===== src/hdl/vrs_pkg.sv =====
// ----------------------------------------------------------------------------
// vrs_pkg
// Constants, codes and types of the variable-length record stack.
// ----------------------------------------------------------------------------
`default_nettype none

package vrs_pkg;

    // storage sizing
    localparam int CAPACITY   = 1024;
    localparam int MAX_RECORD = 64;
    localparam int ADDR_W     = $clog2(CAPACITY);
    localparam int PTR_W      = $clog2(CAPACITY + 1);
    localparam int SUM_W      = PTR_W + 1;
    localparam int LEN_W      = $clog2(MAX_RECORD + 1);

    // field widths
    localparam int DATA_W   = 8;
    localparam int OP_W     = 2;
    localparam int REQ_W    = 7;
    localparam int STATUS_W = 2;
    localparam int CMP_W    = (PTR_W > DATA_W) ? PTR_W : DATA_W;

    // command queue between front and back
    localparam int QUEUE_DEPTH = 4;
    localparam int QUEUE_AW    = $clog2(QUEUE_DEPTH);

    // operation codes on the command channel
    localparam logic [OP_W-1:0] OP_PUSH  = 2'd0;
    localparam logic [OP_W-1:0] OP_POP   = 2'd1;
    localparam logic [OP_W-1:0] OP_PEEK  = 2'd2;
    localparam logic [OP_W-1:0] OP_CLEAR = 2'd3;

    // status codes on the response channel
    localparam logic [STATUS_W-1:0] ST_OK      = 2'd0;
    localparam logic [STATUS_W-1:0] ST_EMPTY   = 2'd1;
    localparam logic [STATUS_W-1:0] ST_FULL    = 2'd2;
    localparam logic [STATUS_W-1:0] ST_CLEARED = 2'd3;

    // classified command kinds
    localparam int KIND_W = 3;
    localparam logic [KIND_W-1:0] KIND_PUSH      = 3'd0;
    localparam logic [KIND_W-1:0] KIND_PUSH_LAST = 3'd1;
    localparam logic [KIND_W-1:0] KIND_POP       = 3'd2;
    localparam logic [KIND_W-1:0] KIND_PEEK      = 3'd3;
    localparam logic [KIND_W-1:0] KIND_CLEAR     = 3'd4;

    typedef struct packed {
        logic [KIND_W-1:0] kind;
        logic [DATA_W-1:0] data_byte;
        logic [REQ_W-1:0]  max_len;
    } cmd_t;

    typedef struct packed {
        logic [DATA_W-1:0]   out_byte;
        logic                has_byte;
        logic                end_of_run;
        logic [STATUS_W-1:0] status;
        logic                is_empty;
    } rsp_t;

endpackage

`default_nettype wire


===== src/hdl/vrs_queue.sv =====
// ----------------------------------------------------------------------------
// vrs_queue
// Short command queue that decouples the front from the back.
// ----------------------------------------------------------------------------
`default_nettype none

module vrs_queue (
    input  logic          clk,
    input  logic          rst_n,
    input  logic          wr_valid,
    output logic          wr_ready,
    input  vrs_pkg::cmd_t wr_data,
    output logic          rd_valid,
    input  logic          rd_ready,
    output vrs_pkg::cmd_t rd_data
);
    import vrs_pkg::*;

    cmd_t                entry_reg [QUEUE_DEPTH];
    logic [QUEUE_AW-1:0] wr_ptr_reg;
    logic [QUEUE_AW-1:0] wr_ptr_next;
    logic [QUEUE_AW-1:0] rd_ptr_reg;
    logic [QUEUE_AW-1:0] rd_ptr_next;
    logic [QUEUE_AW:0]   count_reg;
    logic [QUEUE_AW:0]   count_next;
    logic                do_wr;
    logic                do_rd;

    assign wr_ready = (count_reg != (QUEUE_AW + 1)'(QUEUE_DEPTH));
    assign rd_valid = (count_reg != '0);
    assign rd_data  = entry_reg[rd_ptr_reg];
    assign do_wr    = wr_valid && wr_ready;
    assign do_rd    = rd_valid && rd_ready;

    // pointer and fill count update
    always_comb
    begin
        wr_ptr_next = do_wr ? wr_ptr_reg + QUEUE_AW'(1) : wr_ptr_reg;
        rd_ptr_next = do_rd ? rd_ptr_reg + QUEUE_AW'(1) : rd_ptr_reg;
        count_next  = count_reg;
        if (do_wr && !do_rd)
        begin
            count_next = count_reg + (QUEUE_AW + 1)'(1);
        end
        else if (!do_wr && do_rd)
        begin
            count_next = count_reg - (QUEUE_AW + 1)'(1);
        end
    end

    always_ff @(posedge clk or negedge rst_n)
    begin
        if (!rst_n)
        begin
            wr_ptr_reg <= '0;
            rd_ptr_reg <= '0;
            count_reg  <= '0;
        end
        else
        begin
            wr_ptr_reg <= wr_ptr_next;
            rd_ptr_reg <= rd_ptr_next;
            count_reg  <= count_next;
        end
    end

    // entry storage
    always_ff @(posedge clk)
    begin
        if (do_wr)
        begin
            entry_reg[wr_ptr_reg] <= wr_data;
        end
    end

endmodule

`default_nettype wire


===== config.mk =====
export PLATFORM = sky130hd
export DESIGN_NAME = vrs_queue
export DESIGN_NICKNAME = d
export VERILOG_FILES = /design/src/hdl/vrs_pkg.sv /design/src/hdl/vrs_queue.sv
export SDC_FILE = /design/constraint.sdc
export NUM_CORES = 1
export LEC_CHECK = 0
export ABC_AREA = 1
export BUFFER_PORTS_ARGS = -buffer_cell sky130_fd_sc_hd__buf_2
export CORE_MARGIN = 3
export CORE_UTILIZATION = 35
export CTS_CLUSTER_DIAMETER = 60
export CTS_CLUSTER_SIZE = 14
export DETAILED_ROUTE_END_ITERATION = 6
export PLACE_DENSITY_LB_ADDON = 0.1
export SYNTH_ARGS = -nofsm -noshare
export SYNTH_HDL_FRONTEND = slang
export SYNTH_SLANG_ARGS = --single-unit

===== constraint.sdc =====
create_clock -name clk -period 2.9 [get_ports clk]
set_input_delay 0.145 -clock clk [delete_from_list [all_inputs] [get_ports clk]]
set_output_delay 0.145 -clock clk [all_outputs]
set_load 0.05 [all_outputs]

* Word level (Yosys, flattened, before mapping)
Memory sizes are Yosys's and may differ from the RTL's.
Cells that the tools add are included.
** Word-level totals
- Memories :: 1
- Output and inout port bits :: 20
- Word-level logic and storage cells :: 21
- Register bits after elaboration :: 7
- Bits in writable memories :: 72
- Bits of input ports :: 22
** Memories
- entry_reg :: words 4, width 18, rd ports 1, clocked after Yosys merged registers in 0, write ports 1, RTL line vrs_queue.sv:19 : cmd_t entry_reg [QUEUE_DEPTH];
** Operators by class
- $add $sub $neg :: 4
- Eq/ne operators :: 1
- Mux-type cells :: 4
- Reduce and logical (&&, ||, !) cells :: 8
** Operators by type and width (number)
- 2-to-1 mux 3 bit :: 2
- adder 2 x 1 -> 2 bit (second input constant) :: 2
- logical AND 1 bit :: 4
- adder 3 x 1 -> 3 bit (second input constant) :: 1
- inequality test 3 bit (second input constant) :: 1
- nonzero test 3 bit :: 1
- subtractor 3 x 1 -> 3 bit (second input constant) :: 1
- zero test 1 bit :: 2
- 2-to-1 mux 1 bit :: 2
- nonzero test 2 bit :: 1

* Logic depth before layout (Yosys ltp)
Gate-level depths: netlist of the first run.
- Depth after elaboration :: 6
- Gate-level depth with buffers :: 12

* Least setup slack after synthesis of the first run
No wires, ideal clock.
- Path kind :: reg2reg
- From :: register count_reg[0]
- To :: memory entry_reg[0][0] (netlist bit), enable pin
- Slack :: 0.510 ns
- Stages on the path, launching flop included :: 5
- Data arrival time :: 1.997 ns
- Cells stage by stage :: dfrtp_1 > inv_1 > nand3_1 > nand2_1 > nor2_1
** Between the ends
- Longest elaborated chain between the ends :: 4
** RTL lines
- from (decl) :: RTL line vrs_queue.sv:24 : logic [QUEUE_AW:0] count_reg;
- from (signal assigned) :: RTL line vrs_queue.sv:63 : count_reg <= count_next;
- inequality test 3 bit :: RTL line vrs_queue.sv:29 : assign wr_ready = (count_reg != (QUEUE_AW + 1)'(QUEUE_DEPTH));
- named net wr_ready :: RTL line vrs_queue.sv:11 : output logic wr_ready,
- logical AND 1 bit :: RTL line vrs_queue.sv:32 : assign do_wr = wr_valid && wr_ready;
- 2-to-1 mux 1 bit :: RTL line vrs_queue.sv:70 : if (do_wr)
- 2-to-1 mux 1 bit (not written as such) :: RTL line vrs_queue.sv:72 : entry_reg[wr_ptr_reg] <= wr_data;
- to (decl) :: RTL line vrs_queue.sv:19
The timed path passes the listed nets, and every way through them passes these cells.

==> reports/metrics.cfg, run 1 <==
[outcome]
outcome = completed

[sta]
drv_slew = 0
worst_pin_slew_ns = 0.520
period_minus_slack_ns = 2.10
rsz0062_at_grt = false
relSlewSlack_pct = 65.3
fin_crit_sh_pct = 72.4
hold_viol = 0
setup_ws_ns = 0.799
max_freq_ghz = 0.476
hold_ws_ns = 0.0214
finClkSkew_ns = 0.00769
setup_viol = 0
fin_setup_tns_ns = 0

[setup_path]
cp_max_fo = 44
crit_path_start_kind = flop
worstPathRequired_ns = 2.76
crit_path_end_kind = output port
crit_type = reg -> out
critPathArrivalTime_ns = 1.96

[synthesis]
synth_flop_cell = edfxtp_1
syn_inst = 268
synth_enable_flop_cells = 72
synth_area_um2 = 3330
synth_top_area_share_pct = 64.9
synth.most_common_cell = edfxtp_1
synth_nets = 296
synthArstFlopShare_pct = 8.86
synth_largest_area_cell = edfxtp_1
synth-seq-cells = 79
postSynthAreaPerCell_um2 = 12.4
synth_common_cells = 72 x edfxtp_1, 71 x nand2_1, 50 x inv_1
yosysSeqAreaShare_pct = 70.2
ys_types = 17
synth.area.top_cells = edfxtp_1 65%, nand2_1 8.0%, o211ai_1 7.7%
yosysWarnings = 0

[clocking]
post_cts_resized = 0
insertion_delay_ns = 0.35
cts_root_buf = clkbuf_8
postCtsSetupBuffers = 0
cts.sinks = 79
h-tree-depth = 3
cts_buffers = 9
cts_tree = done
ctsHoldBuffers = 6
cts_max_path_buffers = 2
clk_pin_slew_ns = 0.07

[finish]
stdcell_count = 455
syn2layout_area_growth_pct = 18.0
largest_reg_flops = 72
fin_nets = 352
diodes = 0
utilization_pct = 43.8
drive_gt1_share_pct = 21.0
nFillCells = 852

[job]
max_cap_viol_count = 0

[floorplanning]
die-area_um2 = 10700
fp.dieH_um = 104
io_pins = 42
row_count = 34
fp.dieW_um = 104
initial_core_util_pct = 37.1
core_area_um2 = 8980

[drt]
vias = 2011
ant_nets = 0
routed_wl_um = 6320
viasPerCell = 4.42
drc = 0
dr.pass1.iters = 4
first_iter_violations = 81
wire_per_inst_um = 13.9

[placed_design]
hpwl_um = 4090
io_buffers = 41
routabilityCongestion = 0.789
dpl_worst_slack_ns = 0.920
placed_cells = 431

[global_routing]
grt_pass1_vias = 2028
grt_start_max_net_pins = 45
antenna_found_initial = 0
grt_pass1_wl_um = 10700
gr-total-overflow = 0
track_usage_pct = 13.1

[pwr]
p_leak_nw = 1.65
clockPowerShare_pct = 17.8
power.internal_mw = 2.39
combPwrFrac_pct = 45.8
seq_power_share_pct = 36.4
ir_worst_vdd_mv = 0.620
power.switching_mw = 1.98
swShare_pct = 45.3
p_per_area_nw_per_um2 = 1110

[worst_hold_path]
hp-class = in -> reg

-- routing by layer --
layer	track usage, %	share of wire (%)	vias to the layer above
li1	-	-	1021
met1	17.9	49	939
met2	19.0	44	41
met3	4.29	4.7	10
met4	5.70	2.0	0
met5	0	0	-
-- path summary, 6_finish.rpt --
kind | from | endpoint | slack (ns) | depth (start not counted)
max reg2reg | count_reg[0] | count_reg[1] | 0.95 | 9
min in group asynchronous | rst_n | wr_ptr_reg[1] | 0.16 | 2
max in group asynchronous | rst_n | rd_ptr_reg[0] | 2.59 | 2
min | wr_data[7] | entry_reg[3][7] | 0.02 | 1
max | rd_ptr_reg[0] | rd_data[2] | 0.80 | 6
min reg2reg | count_reg[2] | count_reg[2] | 0.52 | 2
-- cell families after synthesis --
| logic type | count (synthesis) | synth area share [%] |
|---|---|---|
| AO/OA/AOI/OAI | 37 | 8.56 |
| AND/OR/NAND/NOR | 83 | 9.69 |
| buffers and inverters | 62 | 8.83 |
| adder cells (fa/ha/maj) | 6 | 2.48 |
| flip-flops | 79 | 70.2 |
| XOR/XNOR | 1 | 0.263 |
-- power by group through the flow --
stage	logic (mW)	clock network (mW)	registers, mW
final	2.00	0.777	1.59
after global routing	2.22	0.865	1.62
after floorplan	1.62	0	1.60
after global placement	2.02	0	1.61
after CTS	2.04	0.806	1.59
after detailed placement	2.04	0	1.62
-- cell usage in the layout, fill, tap and decap left out, types with 2 or more instances in the layout --
cell,synthesis,final
nand2_1,71,71
clkinv_2,0,2
buf_4,2,5
inv_1,50,50
clkinv_1,0,2
dlygate4sd3_1,0,8
dfrtp_1,7,7
o211ai_2,2,2
edfxtp_1,72,72
nor2_2,0,4
buf_2,1,41
inv_2,2,2
ha_1,5,5
o211ai_1,34,34
clkbuf_8,0,9
nand3_1,7,7
-- stage by stage --
stage / power, mW / cell area (um2)
after CTS: 4.44 / 3910
after detailed placement: 3.65 / 3660
final: 4.36 / 3930
after global placement: 3.63 / 3660
after global routing: 4.70 / 3930
after floorplan: 3.22 / 3330
-- worst max-delay path, stage by stage, from the launching register on --
cell,delay [ns]
dfrtp_1,0.40
inv_2,0.40
buf_12,0.28
nand2_1,0.08
o211ai_1,0.11
nand2_1,0.10
buf_2,0.22
-- layout make-up --
class	count	area, um2	share of cell area (%)
flip-flops and latches	79	2340	59.5
multi-input cells	127	709	18.1
well taps	126	158	4.01
inverters	52	195	4.97
clock buffers	9	124	3.15
repair buffers	55	343	8.72
clock inverters	7	63.8	1.62
Power figures use the tool's default switching activity.
==> run 2, diff against run 1 <==
--- a/config.mk
+++ b/config.mk
@@ -5,7 +5,7 @@
 export SDC_FILE = /design/constraint.sdc
 export NUM_CORES = 1
 export LEC_CHECK = 0
-export ABC_AREA = 1
+export ABC_AREA = 0
 export BUFFER_PORTS_ARGS = -buffer_cell sky130_fd_sc_hd__buf_2
 export CORE_MARGIN = 3
 export CORE_UTILIZATION = 35
==> constraint.sdc (replaced) <==
create_clock -name clk -period 2.2 [get_ports clk]
set_input_delay 0.11 -clock clk [delete_from_list [all_inputs] [get_ports clk]]
set_output_delay 0.11 -clock clk [all_outputs]
set_load 0.05 [all_outputs]
==> run 2 against run 1 <==
Effect of this change:
- die area down 8.3%
- total power up 24%
- critical path depth up 2
- largest power group unchanged
- worst hold slack worse by 0.0043 ns
- wire length down 18%
- clock skew down 0.0020 ns
- critical path type is now reg -> reg
- final area down 4.2%
- core utilization up 1.4 points
- highest routed layer unchanged
- synthesized cell count down 52%
- clock-buffer cell count unchanged
- first-iteration DRC count down 60%
- largest cell class unchanged
==> reports/metrics.cfg, run 2 <==
[sta]
setup_ws_ns = 0.130  ; -0.669 ns
setup_viol = 0  ; unchanged
relSlewSlack_pct = 72.4  ; +7.1 points
finClkSkew_ns = 0.00567  ; -0.00202 ns
fin_setup_tns_ns = 0  ; unchanged
worst_pin_slew_ns = 0.415  ; -0.105 ns
max_freq_ghz = 0.483
period_minus_slack_ns = 2.07
fin_crit_sh_pct = 94.1
hold_viol = 0  ; unchanged
hold_ws_ns = 0.0170  ; -0.00433 ns
drv_slew = 0  ; unchanged
rsz0062_at_grt = false

[setup_path]
cp_common_cell = xor2_1
crit_type = reg -> reg
crit_start = count_reg[1]
max_stage_delay_ns = 0.43  ; +0.03 ns
reg2reg_depth = 8  ; -1
r2r_slack_ns = 0.13  ; -0.82 ns
crit_path_start_kind = flop
crit_path_end_kind = flop
rr_startpoint = count_reg[1]
crit_chain = or3_4 -> nand2_4 -> ha_1 -> inv_1 -> fa_1 -> xor2_1 -> nor2_1 -> xor2_1
r2r-end = count_reg[2]
critPathCapture = count_reg[2]
cp_max_fo = 4  ; -91%
critPathArrivalTime_ns = 2.32  ; +0.36 ns
worstPathRequired_ns = 2.45  ; -0.31 ns
slowest_stage = dfrtp_1

[floorplanning]
fp.dieH_um = 99.1  ; -4.3%
fp.dieW_um = 99.1  ; -4.3%
initial_core_util_pct = 36.4  ; -0.70 points
core_area_um2 = 8340  ; -7.1%
io_pins = 42  ; unchanged
die-area_um2 = 9830  ; -8.3%
row_count = 33  ; -2.9%

[synthesis]
synth_top_area_share_pct = 71.2  ; +6.3 points
synth_area_um2 = 3040  ; -8.8%
yosysSeqAreaShare_pct = 77.0  ; +6.8 points
synth_flop_cell = edfxtp_1
synth_enable_flop_cells = 72  ; unchanged
synth_nets = 157  ; -47%
synth-seq-cells = 79  ; unchanged
ys_types = 21  ; +4
postSynthAreaPerCell_um2 = 23.5  ; +89%
synth_common_cells = 72 x edfxtp_1, 18 x mux4_2, 7 x dfrtp_1
synth.most_common_cell = edfxtp_1
synth_largest_area_cell = edfxtp_1
syn_inst = 129  ; -52%
synth.area.top_cells = edfxtp_1 71%, mux4_2 13%, dfrtp_1 5.8%
yosysWarnings = 0  ; unchanged
synthArstFlopShare_pct = 8.86  ; unchanged

[finish]
multi_input_area_um2 = 653  ; -7.9%
drive_gt1_share_pct = 42.3  ; +21 points
nFillCells = 752  ; -12%
design_area_um2 = 3770  ; -4.2%
syn2layout_area_growth_pct = 24.0
final_cell_mix = 72 x edfxtp_1, 41 x buf_2, 18 x mux4_2, 18 x dlygate4sd3_1, 9 x clkbuf_8
mostFrequentLayoutCell = edfxtp_1
register_area_um2 = 2340  ; unchanged
diodes = 0  ; unchanged
largest_reg_flops = 72  ; unchanged
fin_nets = 231  ; -34%

[global_routing]
gr-total-overflow = 0  ; unchanged
track_usage_pct = 11.3  ; -1.7 points
grt_start_max_net_pins = 19  ; -58%
grt_pass1_vias = 1643  ; -19%
antenna_found_initial = 0  ; unchanged
grt_pass1_wl_um = 8380  ; -21%

[drt]
wire_per_inst_um = 16.7  ; +20%
routed_wl_um = 5210  ; -18%
viasPerCell = 4.69  ; +6.0%
vias = 1467  ; -27%
ant_nets = 0  ; unchanged
drc = 0  ; unchanged
first_iter_violations = 32  ; -60%
dr.pass1.iters = 4  ; unchanged

[placed_design]
hpwl_um = 3360  ; -18%
placed_area_um2 = 3400  ; -7.2%
routabilityCongestion = 0.712  ; -9.7%
io_buffers = 41  ; unchanged
dpl_worst_slack_ns = 0.124  ; -0.796 ns

[pwr]
swShare_pct = 39.4  ; -5.9 points
combPwrFrac_pct = 41.6  ; -4.2 points
power.switching_mw = 2.12  ; +7.5%
p_per_area_nw_per_um2 = 1430  ; +29%
ir_worst_vdd_mv = 0.532  ; -14%
power.internal_mw = 3.27  ; +37%
power_mw = 5.39  ; +24%
p_leak_nw = 1.35  ; -18%
seq_power_share_pct = 39.9  ; +3.5 points
clockPowerShare_pct = 18.5  ; +0.7 points

[clocking]
cts_root_buf = clkbuf_8
cts.sinks = 79  ; unchanged
insertion_delay_ns = 0.33  ; -0.02 ns
clk_pin_slew_ns = 0.08  ; about the same
postCtsSetupBuffers = 0  ; unchanged
cts_buffers = 9  ; unchanged
cts_tree = done
post_cts_resized = 0  ; unchanged
h-tree-depth = 3  ; unchanged
cts_max_path_buffers = 2  ; unchanged
ctsHoldBuffers = 18  ; +12

[worst_hold_path]
hp-class = in -> reg

[job]
max_cap_viol_count = 0  ; unchanged

[outcome]
outcome = completed

[run 2: power groups by stage]
stage,sequential (mW),clock (mW),combinational [mW]
floorplan,2.13,0,1.80
global placement,2.16,0,2.23
detailed placement,2.19,0,2.27
CTS,2.16,1.04,2.30
global route,2.18,1.11,2.40
finish,2.15,0.998,2.25
[run 2: worst max-delay path, delay by kind of cell (launching register included)]
family	cells	cell delay [ns]
and+or+nand+nor	3	0.63
adders and majority gates	2	0.56
DFF	1	0.43
xor gates and xnor gates	2	0.31
buffers and inverters	1	0.06
[run 2: logic make-up after synthesis]
family          synth area share, %
simple gates                   2.35
compound gates                0.618
fa+ha+maj                      2.72
flops                          77.0
mux                            14.1
xor+xnor                       1.73
buf+inv                        1.52
[run 2: final cells by class]
class,count,area share (%)
Tap cell,105,3.49
Timing Repair Buffer,67,11.8
Clock buffer,9,3.29
Clock inverter,7,1.69
Multi-Input combinational cell,43,17.3
Inverter,3,0.299
Sequential cell,79,62.1
[run 2: how the worst min path moves through the flow]
stage                     start               end  cells past startpoint
floorplan                 rst_n      count_reg[0]                      0
global placement          rst_n      count_reg[2]                      1
detailed placement        rst_n     rd_ptr_reg[0]                      1
CTS                 wr_data[17]  entry_reg[2][17]                      1
global route        wr_data[17]  entry_reg[1][17]                      1
finish              wr_data[17]  entry_reg[0][17]                      1
[run 2: routing by layer]
metal | vias up | wire (um) | global-route usage [%]
met1 | 761 | 2180 | 14.4
met5 | - | 0 | 0
met3 | 8 | 218 | 2.24
li1 | 666 | - | -
met4 | 0 | 72 | 4.41
met2 | 32 | 2740 | 19.3
[run 2: through the flow]
| step | util, % | instances |
|---|---|---|
| final | 45.2 | 313 |
| after global placement | 40.7 | 279 |
| after detailed placement | 40.7 | 279 |
| after global routing | 45.2 | 313 |
| after CTS | 45.2 | 313 |
| after floorplan | - | 129 |
